--- config.mk ---
export PLATFORM = sky130hd
export DESIGN_NAME = tsg_scan
export DESIGN_NICKNAME = d
export VERILOG_FILES = /design/src/rtl/tsg_pkg.sv /design/src/rtl/tsg_scan.sv
export SDC_FILE = /design/constraint.sdc
export NUM_CORES = 1
export LEC_CHECK = 0
export CAP_MARGIN = 15
export CORE_AREA = 4 4 114 116
export CTS_CLUSTER_DIAMETER = 100
export DETAILED_ROUTE_END_ITERATION = 12
export DIE_AREA = 0 0 118 120
export DONT_BUFFER_PORTS = 1
export GPL_ROUTABILITY_DRIVEN = 0
export SLEW_MARGIN = 5
export SYNTH_ARGS = -nofsm -noshare
export SYNTH_HDL_FRONTEND = slang
export SYNTH_SLANG_ARGS = --single-unit
--- constraint.sdc ---
create_clock -name clk -period 11.5 [get_ports clk]
set_input_delay 0.575 -clock clk [delete_from_list [all_inputs] [get_ports clk]]
set_output_delay 0.575 -clock clk [all_outputs]
set_load 0.02 [all_outputs]
--- src/rtl/tsg_pkg.sv ---
`timescale 1ns / 1ps
// ----------------------------------------------------------------------------
// tsg_pkg: shared types and constants of the text screen pixel generator
// Screen geometry, cell sizes, request codes and inter-module structs.
// ----------------------------------------------------------------------------
package tsg_pkg;

	localparam int TEXT_COLUMNS = 64;
	localparam int TEXT_ROWS    = 32;

	localparam int CW_PRI = 6;
	localparam int CH_PRI = 10;
	localparam int CW_ALT = 8;
	localparam int CH_ALT = 16;

	localparam int W_PRI = TEXT_COLUMNS * CW_PRI;
	localparam int H_PRI = TEXT_ROWS * CH_PRI;
	localparam int W_ALT = TEXT_COLUMNS * CW_ALT;
	localparam int H_ALT = TEXT_ROWS * CH_ALT;

	// reciprocal constants for x / 6 and y / 10 on 9-bit values
	localparam int RECIP6     = 171;
	localparam int RECIP6_SH  = 10;
	localparam int RECIP10    = 205;
	localparam int RECIP10_SH = 11;

	localparam int X_W    = 9;
	localparam int COL_W  = $clog2(TEXT_COLUMNS);
	localparam int ROW_W  = $clog2(TEXT_ROWS);
	localparam int PT_W   = 3;
	localparam int LINE_W = 4;
	localparam int CELL_W = 11;
	localparam int MEM_AW = 12;
	localparam int PROD_W = 17;

	localparam logic [1:0] MODE_VRAM = 2'd0;
	localparam logic [1:0] MODE_FONT = 2'd1;
	localparam logic [1:0] MODE_TICK = 2'd2;

	typedef struct packed {
		logic [X_W-1:0]    x;
		logic [X_W-1:0]    y;
		logic [COL_W-1:0]  col;
		logic [ROW_W-1:0]  row;
		logic [PT_W-1:0]   pt;
		logic [LINE_W-1:0] line;
		logic              frame_end;
		logic              last_col;
	} scan_pos_t;

	typedef struct packed {
		logic              tick;
		logic [X_W-1:0]    x;
		logic [X_W-1:0]    y;
		logic [PT_W-1:0]   pt;
		logic [LINE_W-1:0] line;
		logic              frame_end;
		logic              last_col;
		logic [MEM_AW-1:0] faddr;
		logic [7:0]        fdata;
	} pipe_s1_t;

	typedef struct packed {
		logic [X_W-1:0]    x;
		logic [X_W-1:0]    y;
		logic [PT_W-1:0]   pt;
		logic [LINE_W-1:0] line;
		logic              frame_end;
		logic              rvv;
	} pipe_s2_t;

endpackage

--- src/rtl/tsg_scan.sv ---
`timescale 1ns / 1ps
// ----------------------------------------------------------------------------
// tsg_scan: raster position counters
// Steps pixel, cell and line counters per tick; rebuilds them after a
// layout change.
// ----------------------------------------------------------------------------
module tsg_scan import tsg_pkg::*; (
	input  logic      clk,
	input  logic      arst_n,
	input  logic      alt,
	input  logic      resync,
	input  logic      step,
	output scan_pos_t pos
);

	logic [X_W-1:0]    x_q, y_q;
	logic [COL_W-1:0]  col_q;
	logic [ROW_W-1:0]  row_q;
	logic [PT_W-1:0]   pt_q;
	logic [LINE_W-1:0] line_q;

	logic [X_W-1:0]    w_last, h_last;
	logic [PT_W-1:0]   cw_last;
	logic [LINE_W-1:0] ch_last;
	logic              x_wrap, y_wrap;

	logic [PROD_W-1:0] prod_x, prod_y;
	logic              in_frame;
	logic [COL_W-1:0]  col_rs;
	logic [ROW_W-1:0]  row_rs;
	logic [PT_W-1:0]   pt_rs;
	logic [LINE_W-1:0] line_rs;

	assign w_last  = alt ? X_W'(W_ALT - 1) : X_W'(W_PRI - 1);
	assign h_last  = alt ? X_W'(H_ALT - 1) : X_W'(H_PRI - 1);
	assign cw_last = alt ? PT_W'(CW_ALT - 1) : PT_W'(CW_PRI - 1);
	assign ch_last = alt ? LINE_W'(CH_ALT - 1) : LINE_W'(CH_PRI - 1);
	assign x_wrap  = (x_q == w_last);
	assign y_wrap  = (y_q == h_last);

	// rebuild counters from the position under the current layout
	assign prod_x   = PROD_W'(x_q) * PROD_W'(RECIP6);
	assign prod_y   = PROD_W'(y_q) * PROD_W'(RECIP10);
	assign in_frame = alt ? ((10'(x_q) < 10'(W_ALT)) && (10'(y_q) < 10'(H_ALT)))
	                      : ((10'(x_q) < 10'(W_PRI)) && (10'(y_q) < 10'(H_PRI)));
	assign col_rs   = alt ? COL_W'(x_q >> 3) : COL_W'(prod_x >> RECIP6_SH);
	assign row_rs   = alt ? ROW_W'(y_q >> 4) : ROW_W'(prod_y >> RECIP10_SH);
	assign pt_rs    = alt ? PT_W'(x_q)
	                      : PT_W'(x_q - X_W'(col_rs) * X_W'(CW_PRI));
	assign line_rs  = alt ? LINE_W'(y_q)
	                      : LINE_W'(y_q - X_W'(row_rs) * X_W'(CH_PRI));

	always_ff @(posedge clk or negedge arst_n) begin
		if (!arst_n) begin
			x_q    <= '0;
			y_q    <= '0;
			col_q  <= '0;
			row_q  <= '0;
			pt_q   <= '0;
			line_q <= '0;
		end else if (resync) begin
			if (in_frame) begin
				col_q  <= col_rs;
				row_q  <= row_rs;
				pt_q   <= pt_rs;
				line_q <= line_rs;
			end else begin
				x_q    <= '0;
				y_q    <= '0;
				col_q  <= '0;
				row_q  <= '0;
				pt_q   <= '0;
				line_q <= '0;
			end
		end else if (step) begin
			if (x_wrap) begin
				x_q   <= '0;
				col_q <= '0;
				pt_q  <= '0;
				if (y_wrap) begin
					y_q    <= '0;
					row_q  <= '0;
					line_q <= '0;
				end else begin
					y_q <= y_q + X_W'(1);
					if (line_q == ch_last) begin
						line_q <= '0;
						row_q  <= row_q + ROW_W'(1);
					end else begin
						line_q <= line_q + LINE_W'(1);
					end
				end
			end else begin
				x_q <= x_q + X_W'(1);
				if (pt_q == cw_last) begin
					pt_q  <= '0;
					col_q <= col_q + COL_W'(1);
				end else begin
					pt_q <= pt_q + PT_W'(1);
				end
			end
		end
	end

	assign pos.x         = x_q;
	assign pos.y         = y_q;
	assign pos.col       = col_q;
	assign pos.row       = row_q;
	assign pos.pt        = pt_q;
	assign pos.line      = line_q;
	assign pos.frame_end = x_wrap && y_wrap;
	assign pos.last_col  = (col_q == COL_W'(TEXT_COLUMNS - 1));

endmodule

* Word level (Yosys, flattened, before mapping)
Cells that the tools add are included.
Word-level totals: register bits 36, bits of input ports 5, output and inout port bits 38, logic and storage cells 76
Operators by class: reductions and logical operators 11, add/subtract/negate cells 8, $lt $le $gt $ge 2, multipliers 4, multiplexer cells 39, equality and inequality tests 6
Operators by type and width (number):
- $mux W9 | 8
- $mux W6 | 6
- $mux W5 | 7
- $mul A9 B8 Y16 const B | 2
- $mux W4 | 7
- $mux W3 | 7
- $add A9 B1 Y9 const B | 2
- $eq A9 B9 Y1 | 2
- $lt A9 B9 Y1 const B | 2
- $mux W8 | 2
- $add A6 B1 Y6 const B | 1
- $eq A6 B6 Y1 const B | 1
- $mul A6 B2 Y2 const B | 1
- $reduce_and A2 Y1 | 3
- $reduce_and A3 Y1 | 2
- $reduce_bool A3 Y1 | 2
- $add A5 B1 Y5 const B | 1
- $mul A5 B3 Y3 const B | 1
- $add A4 B1 Y4 const B | 1
- $eq A4 B4 Y1 | 1
- $reduce_bool A2 Y1 | 2
- $sub A4 B4 Y4 | 1
- $add A3 B1 Y3 const B | 1
- $eq A3 B3 Y1 | 1
- other kinds (5) | 6

* Longest topological paths before layout
depth after elaboration 7, depth in mapped cells 20

* Least setup slack after synthesis
Ideal clock, no wire load.
path kind register -> register, start point register y_q[7], end point register line_q[3], setup time 0.116 ns, period minus slack after synthesis 4.814 ns, required time 11.384 ns, cell stages (with the launch flop) 19, slack 6.686 ns, data arrival time 4.698 ns, cells stage by stage dfrtp_1 > ha_1 > fa_1 > inv_1 > fa_1 > fa_1 > inv_1 > ha_1 > o21a_1 > o21ai_0 > o21bai_1 > xnor2_1 > o21ai_0 > ha_1 > fa_1 > xnor2_1 > xnor2_1 > xnor2_1 > o311ai_0
Between the ends: cells in the longest elaborated chain, start to end 7, elaborated cells on any way between the ends 14
RTL lines:
- start: declaration | RTL line tsg_scan.sv:16 | logic [X_W-1:0] x_q, y_q;
- start signal: assignment | RTL line tsg_scan.sv:85 | y_q <= y_q + X_W'(1);
- $mul A9 B8 Y16 | RTL line tsg_scan.sv:43 | assign prod_y = PROD_W'(y_q) * PROD_W'(RECIP10);
- $mux W5 | RTL line tsg_scan.sv:47 | assign row_rs = alt ? ROW_W'(y_q >> 4) : ROW_W'(prod_y >> RECIP10_SH);
- $mul A5 B3 Y3 | RTL line tsg_scan.sv:51 | : LINE_W'(y_q - X_W'(row_rs) * X_W'(CH_PRI));
- $sub A4 B4 Y4 | RTL line tsg_scan.sv:51
- $mux W4 | RTL line tsg_scan.sv:50 | assign line_rs = alt ? LINE_W'(y_q)
- $mux W4 | RTL line tsg_scan.sv:62 | if (in_frame) begin
- $mux W4 * | RTL line tsg_scan.sv:61 | end else if (resync) begin
- end signal: assignment | RTL line tsg_scan.sv:66 | line_q <= line_rs;
- end signal: assignment | RTL line tsg_scan.sv:90 | line_q <= line_q + LINE_W'(1);
- end: declaration | RTL line tsg_scan.sv:20 | logic [LINE_W-1:0] line_q;
Every way passes the cells marked *; elsewhere a longest branch is shown, timed or not. The select of a mux whose other input is x is not followed. A chain may end at the register's enable or synchronous reset.

* Final worst setup path
start point register y_q[0], end point register line_q[3]
Same word-level chain as after synthesis.

==> flow_summary_export.csv <==
group,metric,value,unit
sta,relSlewSlack,49.6,%
logic_synthesis,ys_warn_count,0,
floorplanning,die_height,120,µm
sta,max_freq,188,MHz
place,port_buffers,0,
clock_network,clock_latency,0.28,ns
logic_synthesis,synth_area_leaders,"ha_1, dfrtp_1, fa_1",
logic_synthesis,synthCells,533,
sta,hold_ws,0.134,ns
finish,finalInstanceArea,4980,µm²
setup_path,reg2reg_from,"y_q[0]",
sta,worst_pin_slew,0.755,ns
global_route,antenna_found_initial,0,
setup_path,arrival,5.49,ns
routing,wl_per_cell,17.7,µm
setup_path,cp-endpoint,"line_q[3]",
sta,fin_ws,6.18,ns
min_path,hold_class,"input pin to async pin",
setup_path,r2r_slack,6.18,ns
floorplanning,start_util,39.3,%
place,dp_hpwl,9370,µm
setup_path,criticalPathCategory,"flip-flop to flip-flop",
finish,layout-drive-gt1-share,4.34,%
power,vdd_drop_max,52.1,µV
routing,vias_per_cell,5.75,
sta,setup_viol,0,
sta,fin_tns_setup,0,ns
place,placed_cell_area,4820,µm²
clock_network,h-tree-depth,2,
power,p_leak,2.55,nW
global_route,track_usage,17.3,%
logic_synthesis,ys_types,55,
logic_synthesis,synth_enable_flop_cells,0,
logic_synthesis,syn_area_per_cell,8.79,µm²
logic_synthesis,synth_seq_cells,36,
clock_network,cts_tree,"done",
logic_synthesis,synth_top_area_share,25.1,%
global_route,grt_pass1_wl,20200,µm
global_route,grt_pass1_vias,3924,
setup_path,setup.worst_path.start,"y_q[0]",
setup_path,cp-end-kind,"flip-flop",
setup_path,path_max_fanout,12,
global_route,global_route.overflow_total,0,
finish,mostFrequentLayoutCells,"ha_1, inv_1, o21ai_0",
finish,antennaDiodeCount,0,
floorplanning,pin_count,43,
sta,hold_viol_final,0,
logic_synthesis,synth_async_sr_flop_share,100,%
clock_network,ctsLongestPathBuffers,2,
floorplanning,die-area,14200,µm²
setup_path,reg2reg_depth,19,
finish,fin_nets,656,
routing,first_pass_iters,6,
sta,finalClockSkew,0.00354,ns
clock_network,clk_pin_slew,0.06,ns
run,drv_cap,0,
logic_synthesis,seq_area_frac_synth,19.2,%
floorplanning,die_x,118,µm
place,post-place-ws,6.19,ns
setup_path,r2r_end,"line_q[3]",
setup_path,required,11.66,ns
logic_synthesis,syn_area,4680,µm²
logic_synthesis,ys.flop_type,"dfrtp_1",
clock_network,clock-sinks,36,
floorplanning,rows,40,
clock_network,postCtsResizedCells,0,
logic_synthesis,yosys.area.top_type,"ha_1",
sta,finalMaxSlewViolations,0,
place,dp.cells,668,
clock_network,cts-root-buf,"clkbuf_16",
status,status,"completed",
routing,vias,3890,
setup_path,cp-start-kind,"flip-flop",
routing,finalWirelength,12000,µm
clock_network,numCtsBuffers,5,
finish,syn_to_final_growth,6.41,%
global_route,grt_max_degree,38,
routing,antenna_left,0,
logic_synthesis,syn_nets,660,
finish,layout_commonest_cell,"ha_1",
routing,drc,0,
sta,finalCritPeriodShare,46.3,%
sta,period_minus_slack,5.32,ns
finish,instances_no_fill,677,
routing,first_iter_violations,243,
power,p_per_area,119,nW/µm²
sta,rsz0062_at_grt,"no",
floorplanning,core_area,11900,µm²
-- sequential cells by signal (all words and copies together) (netlist names) --
register  count
pt_q          3
x_q           9
y_q           9
col_q         6
row_q         5
line_q        4
-- power by group --
group	switching, mW	total, mW	internal (mW)
clock	0.0558	0.136	0.0799
combinational	0.137	0.241	0.104
sequential	0.0697	0.217	0.147
total	0.262	0.594	0.331
-- synthesized netlist by cell type, types with 4 or more instances --
| library cell | count |
|---|---|
| a211oi_1 | 6 |
| a21oi_1 | 34 |
| and3_1 | 6 |
| clkbuf_1 | 9 |
| dfrtp_1 | 36 |
| fa_1 | 28 |
| ha_1 | 94 |
| inv_1 | 74 |
| mux2_2 | 6 |
| nand2_1 | 40 |
| nand2b_1 | 5 |
| nand3_1 | 17 |
| nor2_1 | 28 |
| nor3_1 | 9 |
| nor3b_1 | 4 |
| nor4_1 | 6 |
| o21ai_0 | 47 |
| o21bai_1 | 4 |
| o31ai_1 | 5 |
| xnor2_1 | 14 |
| xor2_1 | 8 |
-- what timing repair did --
item | CTS | global route
endpoints found under the hold margin | 36 | 0
buffers inserted | 0 | 0
hold buffers | 1 | 0
endpoints found under the setup margin | 0 | 0
-- worst max-delay path, stage by stage, from the launching register on --
cell      delay [ns]
dfrtp_1         0.71
ha_1            0.34
xor2_1          0.22
ha_1            0.29
fa_1            0.56
inv_1           0.06
fa_1            0.53
inv_1           0.04
ha_1            0.30
o21a_1          0.17
o21ai_0         0.14
o21bai_1        0.17
a21oi_1         0.21
xor2_1          0.20
o21ai_0         0.14
fa_1            0.40
xnor2_1         0.15
xnor2_1         0.14
xnor2_1         0.15
o311ai_0        0.29
-- how the worst min path moves through the flow --
stage | startpoint | end
floorplan | arst_n | col_q[0]
global placement | arst_n | col_q[3]
detailed placement | arst_n | col_q[3]
CTS | arst_n | col_q[3]
global route | arst_n | col_q[3]
finish | arst_n | col_q[3]
-- metrics by stage --
step	utilization, %	power [mW]
floorplan	-	0.396
global placement	40.5	0.450
detailed placement	40.5	0.460
CTS	41.8	0.603
global route	41.8	0.651
finish	41.8	0.594
-- kinds of logic (layout without fill, tap and decap cells) --
kind of cell               after synthesis  count (layout)  synth area share, %
xor gates and xnor gates                22              22                 4.11
muxes                                    6               6                 1.44
buffers and inverters                   86              83                 6.94
DFF                                     36              36                 19.2
adders and majority gates              122             122                 37.1
AOI/OAI and AO/OA                      131             131                 17.8
and+or+nand+nor                        130             130                 13.4
-- layer usage --
layer	wire [µm]	vias to the layer above	track usage [%]	part of all wire, %
li1	-	1868	-	-
met1	5020	1923	21.6	42
met2	6090	95	31.4	51
met3	842	4	4.05	7.0
met4	28	0	1.61	0.23
met5	0	-	0	0
-- layout make-up --
class                   count  area [µm²]
clock inverters             3        18.8
inverters                  74         278
flip-flops and latches     36         901
well taps                 147         184
clock buffers               5         125
multi-input cells         411        3460
fillers                  1191        6930
repair buffers              1        20.0
Note: power is estimated with default switching activity, not from simulation.
